===== src/utf8_stream_decoder_core_macros.svh =====
// Assertion macros for the UTF-8 stream decoder.
// Included by the top level; no other dependencies.
`ifndef UTF8_STREAM_DECODER_CORE_MACROS_SVH
`define UTF8_STREAM_DECODER_CORE_MACROS_SVH

// Same-cycle implication, disabled while in reset
`define UTF8SD_ASSERT_IMP(label, clk, rst_n, ante, cons) \
    label: assert property (@(posedge clk) disable iff (!rst_n) (ante) |-> (cons)) \
        else $error("utf8sd: same-cycle check failed");

// Next-cycle implication, disabled while in reset
`define UTF8SD_ASSERT_NEXT(label, clk, rst_n, ante, cons) \
    label: assert property (@(posedge clk) disable iff (!rst_n) (ante) |=> (cons)) \
        else $error("utf8sd: next-cycle check failed");

`endif


===== src/utf8sd_pkg.sv =====
// Shared types, codes and helper functions for the UTF-8 stream decoder.
// No dependencies; used by every module of the block.
package utf8sd_pkg;

    localparam int unsigned BYTE_W = 8;
    localparam int unsigned CP_W   = 21;

    localparam logic [CP_W-1:0] REPLACEMENT_CP = 21'h00FFFD;

    // error_kind codes
    typedef logic [1:0] err_kind_t;
    localparam err_kind_t ERR_NONE      = 2'd0;
    localparam err_kind_t ERR_TOO_SHORT = 2'd1;
    localparam err_kind_t ERR_INVALID   = 2'd2;
    localparam err_kind_t ERR_TRUNCATED = 2'd3;

    // sequence tracker: idle, 1..3 continuation bytes still due, error
    typedef enum logic [2:0] {
        SEQ_IDLE  = 3'd0,
        SEQ_NEED1 = 3'd1,
        SEQ_NEED2 = 3'd2,
        SEQ_NEED3 = 3'd3,
        SEQ_ERROR = 3'd4
    } seq_state_t;

    // leading-ones count of a byte, 0..8
    typedef logic [3:0] lead_cnt_t;

    // payload structs
    typedef struct packed {
        logic [BYTE_W-1:0] data_byte;
        logic              stream_end;
    } in_item_t;

    typedef struct packed {
        logic [CP_W-1:0] code_point;
        err_kind_t       error_kind;
        logic            last_of_run;
    } out_item_t;

    // result queue sizing
    localparam int unsigned MAX_RESULTS = 2;
    localparam int unsigned QUEUE_DEPTH = 3;
    localparam int unsigned PTR_W       = $clog2(QUEUE_DEPTH);
    localparam int unsigned CNT_W       = $clog2(QUEUE_DEPTH + 1);
    localparam int unsigned PUSH_W      = $clog2(MAX_RESULTS + 1);

    // results of one byte, handed from the decode step to the queue
    typedef struct packed {
        logic [PUSH_W-1:0] count;
        out_item_t         first;
        out_item_t         second;
    } push_t;

    // full output of the decode step
    typedef struct packed {
        seq_state_t      state_next;
        logic [CP_W-1:0] partial_next;
        push_t           push;
    } step_out_t;

    // payload bits a lead byte keeps, by leading-ones count
    function automatic logic [BYTE_W-1:0] lead_bits_mask(input lead_cnt_t lead);
        logic [BYTE_W-1:0] m;
        unique case (lead)
            4'd0:    m = 8'hFF;
            4'd1:    m = 8'h3F;
            4'd2:    m = 8'h1F;
            4'd3:    m = 8'h0F;
            4'd4:    m = 8'h07;
            4'd5:    m = 8'h03;
            4'd6:    m = 8'h01;
            default: m = 8'h00;
        endcase
        return m;
    endfunction

    // circular pointer increment over the queue depth
    function automatic logic [PTR_W-1:0] ptr_inc(input logic [PTR_W-1:0] p);
        logic [PTR_W-1:0] n;
        if (p == PTR_W'(QUEUE_DEPTH - 1))
        begin
            n = '0;
        end
        else
        begin
            n = p + PTR_W'(1);
        end
        return n;
    endfunction

endpackage


===== src/utf8_stream_decoder_core.sv =====
// Top level of the UTF-8 stream decoder: input register, decode step and
// result queue. Depends on utf8sd_pkg, utf8sd_step, utf8sd_res_fifo and the
// assertion macro header.
//
// Usage: the byte channel (byte_valid, byte_stall, byte_data) carries one
// byte per transaction, with stream_end set on the last byte of a stream.
// The code point channel (cp_valid, cp_stall, cp_data) carries decoded code
// points, U+FFFD with an error kind on malformed input; last_of_run marks
// the final result of each byte. A byte gives zero, one or two results.
// An accepted byte is registered, decoded, and its results written to the queue.
// Throughput: one byte per cycle while bytes give at most one result each and
// cp_stall is low; a byte with two results can hold the next byte back.
// When the receiver stalls, results collect in the three-entry queue; once
// two are waiting, a held byte raises byte_stall. No result is lost or reordered.
// Reset clears the tracker to idle with no partial code point and empties
// the queue; the first byte after reset or after stream_end starts a stream.
`include "utf8_stream_decoder_core_macros.svh"

module utf8_stream_decoder_core
(
    input  logic                   clk,
    input  logic                   rst_n,
    input  logic                   byte_valid,
    output logic                   byte_stall,
    input  utf8sd_pkg::in_item_t   byte_data,
    output logic                   cp_valid,
    input  logic                   cp_stall,
    output utf8sd_pkg::out_item_t  cp_data
);

    logic                          in_valid_reg;
    logic                          in_valid_next;
    utf8sd_pkg::in_item_t          in_item_reg;
    utf8sd_pkg::seq_state_t        state_reg;
    logic [utf8sd_pkg::CP_W-1:0]   partial_reg;
    utf8sd_pkg::step_out_t         step;
    logic                          room;
    logic                          advance;
    logic                          accept;

    // handshake
    assign advance       = in_valid_reg && room;
    assign byte_stall    = in_valid_reg && !room;
    assign accept        = byte_valid && !byte_stall;
    assign in_valid_next = accept || (in_valid_reg && !advance);

    // decode one byte against the tracker
    utf8sd_step u_step
    (
        .item    (in_item_reg),
        .state   (state_reg),
        .partial (partial_reg),
        .step    (step)
    );

    // result queue
    utf8sd_res_fifo u_fifo
    (
        .clk        (clk),
        .rst_n      (rst_n),
        .push_en    (advance),
        .push       (step.push),
        .pop        (!cp_stall),
        .head_valid (cp_valid),
        .head       (cp_data),
        .room       (room)
    );

    // control and tracker state
    always_ff @(posedge clk or negedge rst_n)
    begin
        if (!rst_n)
        begin
            in_valid_reg <= 1'b0;
            state_reg    <= utf8sd_pkg::SEQ_IDLE;
            partial_reg  <= '0;
        end
        else
        begin
            in_valid_reg <= in_valid_next;
            if (advance)
            begin
                state_reg   <= step.state_next;
                partial_reg <= step.partial_next;
            end
        end
    end

    // input payload register
    always_ff @(posedge clk)
    begin
        if (accept)
        begin
            in_item_reg <= byte_data;
        end
    end

    // any error result carries the replacement character
    `UTF8SD_ASSERT_IMP(a_err_is_fffd, clk, rst_n,
        cp_valid && (cp_data.error_kind != utf8sd_pkg::ERR_NONE),
        cp_data.code_point == utf8sd_pkg::REPLACEMENT_CP)
    // no partial bits survive outside an open sequence
    `UTF8SD_ASSERT_IMP(a_partial_clear, clk, rst_n,
        state_reg == utf8sd_pkg::SEQ_IDLE || state_reg == utf8sd_pkg::SEQ_ERROR,
        partial_reg == '0)
    // a stream-end byte leaves the tracker idle
    `UTF8SD_ASSERT_NEXT(a_end_idle, clk, rst_n,
        advance && in_item_reg.stream_end,
        state_reg == utf8sd_pkg::SEQ_IDLE)

endmodule


===== src/utf8sd_step.sv =====
// Combinational decode step: one byte plus tracker state in, next state and
// up to two results out. Depends on utf8sd_pkg.
module utf8sd_step
(
    input  utf8sd_pkg::in_item_t          item,
    input  utf8sd_pkg::seq_state_t        state,
    input  logic [utf8sd_pkg::CP_W-1:0]   partial,
    output utf8sd_pkg::step_out_t         step
);

    utf8sd_pkg::lead_cnt_t         lead;
    utf8sd_pkg::seq_state_t        st_eff;
    utf8sd_pkg::seq_state_t        st_new;
    logic                          too_short;
    logic                          tail_valid;
    logic [utf8sd_pkg::CP_W-1:0]   cp_base;
    logic [utf8sd_pkg::CP_W-1:0]   cp_shift;
    logic [utf8sd_pkg::CP_W-1:0]   cp_acc;
    utf8sd_pkg::out_item_t         res_a;
    utf8sd_pkg::out_item_t         res_b;

    // leading ones: the highest zero bit decides
    always_comb
    begin
        lead = 4'd8;
        for (int i = 0; i < utf8sd_pkg::BYTE_W; i++)
        begin
            if (!item.data_byte[i])
            begin
                lead = utf8sd_pkg::lead_cnt_t'(utf8sd_pkg::BYTE_W - 1 - i);
            end
        end
    end

    // unused state codes behave as the error state
    always_comb
    begin
        unique case (state)
            utf8sd_pkg::SEQ_IDLE,
            utf8sd_pkg::SEQ_NEED1,
            utf8sd_pkg::SEQ_NEED2,
            utf8sd_pkg::SEQ_NEED3: st_eff = state;
            default:               st_eff = utf8sd_pkg::SEQ_ERROR;
        endcase
    end

    // tracker transition
    always_comb
    begin
        unique case (lead)
            4'd0: st_new = utf8sd_pkg::SEQ_IDLE;
            4'd1:
            begin
                unique case (st_eff)
                    utf8sd_pkg::SEQ_NEED1: st_new = utf8sd_pkg::SEQ_IDLE;
                    utf8sd_pkg::SEQ_NEED2: st_new = utf8sd_pkg::SEQ_NEED1;
                    utf8sd_pkg::SEQ_NEED3: st_new = utf8sd_pkg::SEQ_NEED2;
                    default:               st_new = utf8sd_pkg::SEQ_ERROR;
                endcase
            end
            4'd2:    st_new = utf8sd_pkg::SEQ_NEED1;
            4'd3:    st_new = utf8sd_pkg::SEQ_NEED2;
            4'd4:    st_new = utf8sd_pkg::SEQ_NEED3;
            default: st_new = utf8sd_pkg::SEQ_ERROR;
        endcase
    end

    // code point accumulation; a cut-short sequence drops its bits
    assign too_short = (st_eff == utf8sd_pkg::SEQ_NEED1 ||
                        st_eff == utf8sd_pkg::SEQ_NEED2 ||
                        st_eff == utf8sd_pkg::SEQ_NEED3) && (lead != 4'd1);
    assign cp_base   = too_short ? '0 : partial;
    assign cp_shift  = (lead == 4'd1) ? {cp_base[utf8sd_pkg::CP_W-7:0], 6'b0} : cp_base;
    assign cp_acc    = cp_shift | utf8sd_pkg::CP_W'(item.data_byte &
                                                   utf8sd_pkg::lead_bits_mask(lead));

    // result list: optional too-short marker, then at most one tail result
    always_comb
    begin
        res_a.code_point  = utf8sd_pkg::REPLACEMENT_CP;
        res_a.error_kind  = utf8sd_pkg::ERR_TOO_SHORT;
        res_a.last_of_run = 1'b0;
        res_b.last_of_run = 1'b1;
        tail_valid        = 1'b1;
        if (st_new == utf8sd_pkg::SEQ_IDLE)
        begin
            res_b.code_point = cp_acc;
            res_b.error_kind = utf8sd_pkg::ERR_NONE;
        end
        else if (st_new == utf8sd_pkg::SEQ_ERROR)
        begin
            res_b.code_point = utf8sd_pkg::REPLACEMENT_CP;
            res_b.error_kind = utf8sd_pkg::ERR_INVALID;
        end
        else
        begin
            res_b.code_point = utf8sd_pkg::REPLACEMENT_CP;
            res_b.error_kind = utf8sd_pkg::ERR_TRUNCATED;
            tail_valid       = item.stream_end;
        end
        res_a.last_of_run = !tail_valid;
    end

    // pack outputs
    always_comb
    begin
        step.push.count  = utf8sd_pkg::PUSH_W'(too_short) +
                           utf8sd_pkg::PUSH_W'(tail_valid);
        step.push.first  = too_short ? res_a : res_b;
        step.push.second = res_b;
        if (item.stream_end)
        begin
            step.state_next   = utf8sd_pkg::SEQ_IDLE;
            step.partial_next = '0;
        end
        else if (st_new == utf8sd_pkg::SEQ_IDLE || st_new == utf8sd_pkg::SEQ_ERROR)
        begin
            step.state_next   = st_new;
            step.partial_next = '0;
        end
        else
        begin
            step.state_next   = st_new;
            step.partial_next = cp_acc;
        end
    end

endmodule


===== src/utf8sd_res_fifo.sv =====
// Small result queue: takes up to two results per cycle, gives one per cycle while pop is set.
// Depends on utf8sd_pkg.
module utf8sd_res_fifo
(
    input  logic                   clk,
    input  logic                   rst_n,
    input  logic                   push_en,
    input  utf8sd_pkg::push_t      push,
    input  logic                   pop,
    output logic                   head_valid,
    output utf8sd_pkg::out_item_t  head,
    output logic                   room
);

    utf8sd_pkg::out_item_t                 mem_reg [utf8sd_pkg::QUEUE_DEPTH];
    logic [utf8sd_pkg::PTR_W-1:0]          wr_ptr_reg;
    logic [utf8sd_pkg::PTR_W-1:0]          wr_ptr_next;
    logic [utf8sd_pkg::PTR_W-1:0]          wr_ptr_inc;
    logic [utf8sd_pkg::PTR_W-1:0]          rd_ptr_reg;
    logic [utf8sd_pkg::PTR_W-1:0]          rd_ptr_next;
    logic [utf8sd_pkg::CNT_W-1:0]          count_reg;
    logic [utf8sd_pkg::CNT_W-1:0]          count_next;
    logic [utf8sd_pkg::PUSH_W-1:0]         n_push;
    logic                                  pop_fire;

    // status
    assign head_valid = (count_reg != '0);
    assign head       = mem_reg[rd_ptr_reg];
    assign room       = (count_reg <=
                         utf8sd_pkg::CNT_W'(utf8sd_pkg::QUEUE_DEPTH - utf8sd_pkg::MAX_RESULTS));
    assign pop_fire   = pop && head_valid;
    assign n_push     = push_en ? push.count : '0;
    assign wr_ptr_inc = utf8sd_pkg::ptr_inc(wr_ptr_reg);

    // pointer and count update
    always_comb
    begin
        unique case (n_push)
            2'd0:    wr_ptr_next = wr_ptr_reg;
            2'd1:    wr_ptr_next = wr_ptr_inc;
            default: wr_ptr_next = utf8sd_pkg::ptr_inc(wr_ptr_inc);
        endcase
        rd_ptr_next = pop_fire ? utf8sd_pkg::ptr_inc(rd_ptr_reg) : rd_ptr_reg;
        count_next  = count_reg + utf8sd_pkg::CNT_W'(n_push)
                      - utf8sd_pkg::CNT_W'(pop_fire);
    end

    always_ff @(posedge clk or negedge rst_n)
    begin
        if (!rst_n)
        begin
            wr_ptr_reg <= '0;
            rd_ptr_reg <= '0;
            count_reg  <= '0;
        end
        else
        begin
            wr_ptr_reg <= wr_ptr_next;
            rd_ptr_reg <= rd_ptr_next;
            count_reg  <= count_next;
        end
    end

    // storage, no reset
    always_ff @(posedge clk)
    begin
        if (n_push != '0)
        begin
            mem_reg[wr_ptr_reg] <= push.first;
        end
        if (n_push == 2'd2)
        begin
            mem_reg[wr_ptr_inc] <= push.second;
        end
    end

endmodule

===== config.mk =====
export PLATFORM = sky130hd
export DESIGN_NAME = utf8_stream_decoder_core
export DESIGN_NICKNAME = d
export VERILOG_FILES = /design/src/utf8sd_pkg.sv /design/src/utf8_stream_decoder_core.sv /design/src/utf8sd_step.sv /design/src/utf8sd_res_fifo.sv
export VERILOG_INCLUDE_DIRS = /design/src /design/src/src
export SDC_FILE = /design/constraint.sdc
export NUM_CORES = 1
export LEC_CHECK = 0
export ABC_AREA = 1
export CAP_MARGIN = 20
export CORE_ASPECT_RATIO = 0.75
export CORE_MARGIN = 10
export CORE_UTILIZATION = 46
export CTS_BUF_LIST = sky130_fd_sc_hd__clkbuf_16
export DETAILED_ROUTE_END_ITERATION = 12
export DONT_BUFFER_PORTS = 1
export SLEW_MARGIN = 30
export SYNTH_ARGS = -nofsm -noshare
export SYNTH_HDL_FRONTEND = slang
export SYNTH_SLANG_ARGS = --single-unit

===== constraint.sdc =====
create_clock -name clk -period 4.5 [get_ports clk]
set_input_delay 0.9 -clock clk [delete_from_list [all_inputs] [get_ports clk]]
set_output_delay 0.9 -clock clk [all_outputs]
set_load 0.05 [all_outputs]

==> run metrics <==
sequential cell area fraction in the yosys report 0.571; final RePlAce weighted congestion 0.910; 1st-pass router iterations 5; aggregate routed wire length 12.7 mm; most used cells in the layout excluding fill and tap cells 116 x inv_1, 112 x nand2_1, 80 x nand3_1; GRT Residual Overflow 0; Peak VDD IR 0.000301 V; fraction of registers with async set or reset after synthesis 0.277; main flop type after synthesis edfxtp_1; share of the synthesized area in the top cell type 0.420; final hold violation count 0; PnR worst setup slack 429 ps; total number of nets in the final design 632; met2 global-route usage 0.241; Final Instance Area 6130 sq um; count of max-cap constraint violations 0; power after layout 4.51 mW; most frequent standard cell in the layout excluding fill and tap cells inv_1; cts hold-fix bufs 0; Chip Height 115 um; Setup TNS 0 ps; via count of the first global-routing pass 4,062; total of warnings raised by yosys 0; Area growth, synth to finish 10.1%; initial antenna violation count 0; dominant cells by area after synthesis edfxtp_1 42%, dfrtp_1 14%, inv_1 7.7%; met1 routing resource usage after global routing 0.206; Finish-stage setup viols 0; Num Clock Sinks 112; pin count of the biggest net entering global routing 55; antenna cells 0; post-route core utilization 0.524; WP data arrival 4280 ps; number of enable flip-flop cells after synthesis 78; total of cells resized after clock tree synthesis 0; cell area reported after detailed placement 5870 sq um; final routed wire length divided by cell count 16.3 um; Fmax 0.246 GHz; crit path capture type register; Sequential cell area 3180 sq um; Die Span X 147 um; number of rows created at floorplan 34; vias per inst 5.26; Distinct cells, synth 38; Power Dens Cells 736 nW/um^2; number of DRC markers in iteration 0 285; hold crit path type primary input to asynchronous set/reset pin; IO Count 39; half-perimeter wire length after placement 8.97 mm; Worst Tran Pin Value 803 ps; syn avg cell area 9.31 sq um; synthesized flop and latch total 112; leakage power 2.80 nW; Skew-Pair Late Insertion Delay 350 ps; slew margin rel. 0.465; Max Clock Skew 9.35 ps; TritonCTS clock tree yes; status complete, no violations; Req. time, crit path 4700 ps; worst slack, placed 517 ps; maximum number of buffers from clock root to sink 2; combined area of the multi-input logic cells 1790 sq um; Mapped Nets 614; unrepaired setup endpoints after global routing false; Fill cells 1,077; wire length of the first global-routing pass 21.1 mm; core region area 11,700 sq um; cell accounting for the most synthesized area edfxtp_1; Critical Setup Path Class register to register; Final Max Tran Viols 0; initial core utilization 0.476; clock edge transition at the registers on the reported setup and hold paths 70 ps; busiest layer in global routing met2; Setup crit start kind register; Period Utilization, post-route 0.905; post-detailed-route count of antenna-violating nets 0; shortest clock period the worst path allows after layout 4070 ps; GR Util All Layers 0.154; total number of H-tree levels 3; number of buffers inserted during clock tree synthesis 9; ratio of cells with drive above 1 in the final layout 0.113; routed vias 4,122; flip-flop count of the largest register, all copies and words added 72; Mapped Cells 598; met3 routing resource usage after global routing 0.0381; # port buffers 0; Worst Path Max Fanout 17; cell chosen for the clock root clkbuf_16; DRC violations left 0; area of the die 17,000 sq um; Netlist Area Pre-Place 5570 sq um; Post-CTS Setup Repair Bufs 0; depth of the worst register-to-register path 13
[logic make-up (layout without fill, tap and decap cells)]
logic type / Yosys count / count (layout) / share of synthesized area
AO/OA/AOI/OAI: 86 / 86 / 0.101
flip-flops: 112 / 112 / 0.571
AND/OR/NAND/NOR: 251 / 251 / 0.210
XOR/XNOR: 2 / 2 / 0.00315
adder cells (fa/ha/maj): 3 / 3 / 0.00674
buffers and inverters: 144 / 167 / 0.108
[synthesized netlist by cell type (4+ instances only)]
| cell type | instances |
|---|---|
| nor2_1 | 35 |
| dfrtp_1 | 31 |
| nand2_4 | 7 |
| a22oi_1 | 8 |
| edfxtp_1 | 78 |
| nand3_1 | 80 |
| clkbuf_1 | 12 |
| buf_2 | 8 |
| o211ai_1 | 25 |
| o22ai_1 | 23 |
| nand2_1 | 112 |
| nand2_2 | 5 |
| o21ai_0 | 18 |
| a21oi_1 | 6 |
| buf_6 | 4 |
| inv_1 | 114 |
[layer usage]
| layer | part of all wire | vias up |
|---|---|---|
| li1 | - | 2019 |
| met2 | 0.46 | 126 |
| met5 | 0 | - |
| met1 | 0.47 | 1956 |
| met3 | 0.055 | 21 |
| met4 | 0.016 | 0 |
[area by class of cell]
class | count | area share
well taps | 162 | 0.0330
clock buffers | 9 | 0.0367
multi-input cells | 342 | 0.292
flip-flops and latches | 112 | 0.518
clock inverters | 7 | 0.00673
inverters | 117 | 0.0722
repair buffers | 34 | 0.0416
[path summary, 6_finish.rpt]
path / startpoint / end / slack (ps)
max in group asynchronous: rst_n / u_fifo.wr_ptr_reg[1]$_DFFE_PN0P_ / 4170
worst min register to register: u_fifo.mem_reg[0][0]$_SDFFE_PP1N_ / u_fifo.mem_reg[0][0]$_SDFFE_PP1N_ / 470
min in group clk: u_fifo.mem_reg[0][0]$_SDFFE_PP1N_ / u_fifo.mem_reg[0][0]$_SDFFE_PP1N_ / 470
worst min-delay path: rst_n / u_fifo.count_reg[1]$_DFF_PN0_ / 240
worst max-delay path: in_item_reg[7]$_DFFE_PP_ / u_fifo.mem_reg[0][20]$_DFFE_PP_ / 430
worst max register to register: in_item_reg[7]$_DFFE_PP_ / u_fifo.mem_reg[0][20]$_DFFE_PP_ / 430
[through the flow]
step | cells | hold slack, ps
2_1_floorplan | 598 | 429
3_3_place_gp | 743 | 449
3_5_place_dp | 767 | 454
4_1_cts | 783 | 226
5_1_grt | 783 | 221
6_report | 783 | 240
[critical path, stage by stage, from the launching register on]
cell and delay (ps):
edfxtp_1 450, nor2_2 510, inv_4 130, nor4_1 280
a21oi_2 100, nand4_4 200, inv_1 110, or2_2 290
ha_1 310, nor3_1 330, nand2_1 170, nand2_1 550
nand2_1 320, nor2_1 170
[report_power, final]
| part | switching (mW) | internal (mW) | leakage (nW) |
|---|---|---|---|
| sequential | 0.0965 | 1.42 | 1.15 |
| clock | 0.362 | 0.370 | 0.124 |
| combinational | 1.66 | 0.602 | 1.53 |
| total | 2.12 | 2.40 | 2.80 |
Note: power is estimated with default switching activity, not from simulation.
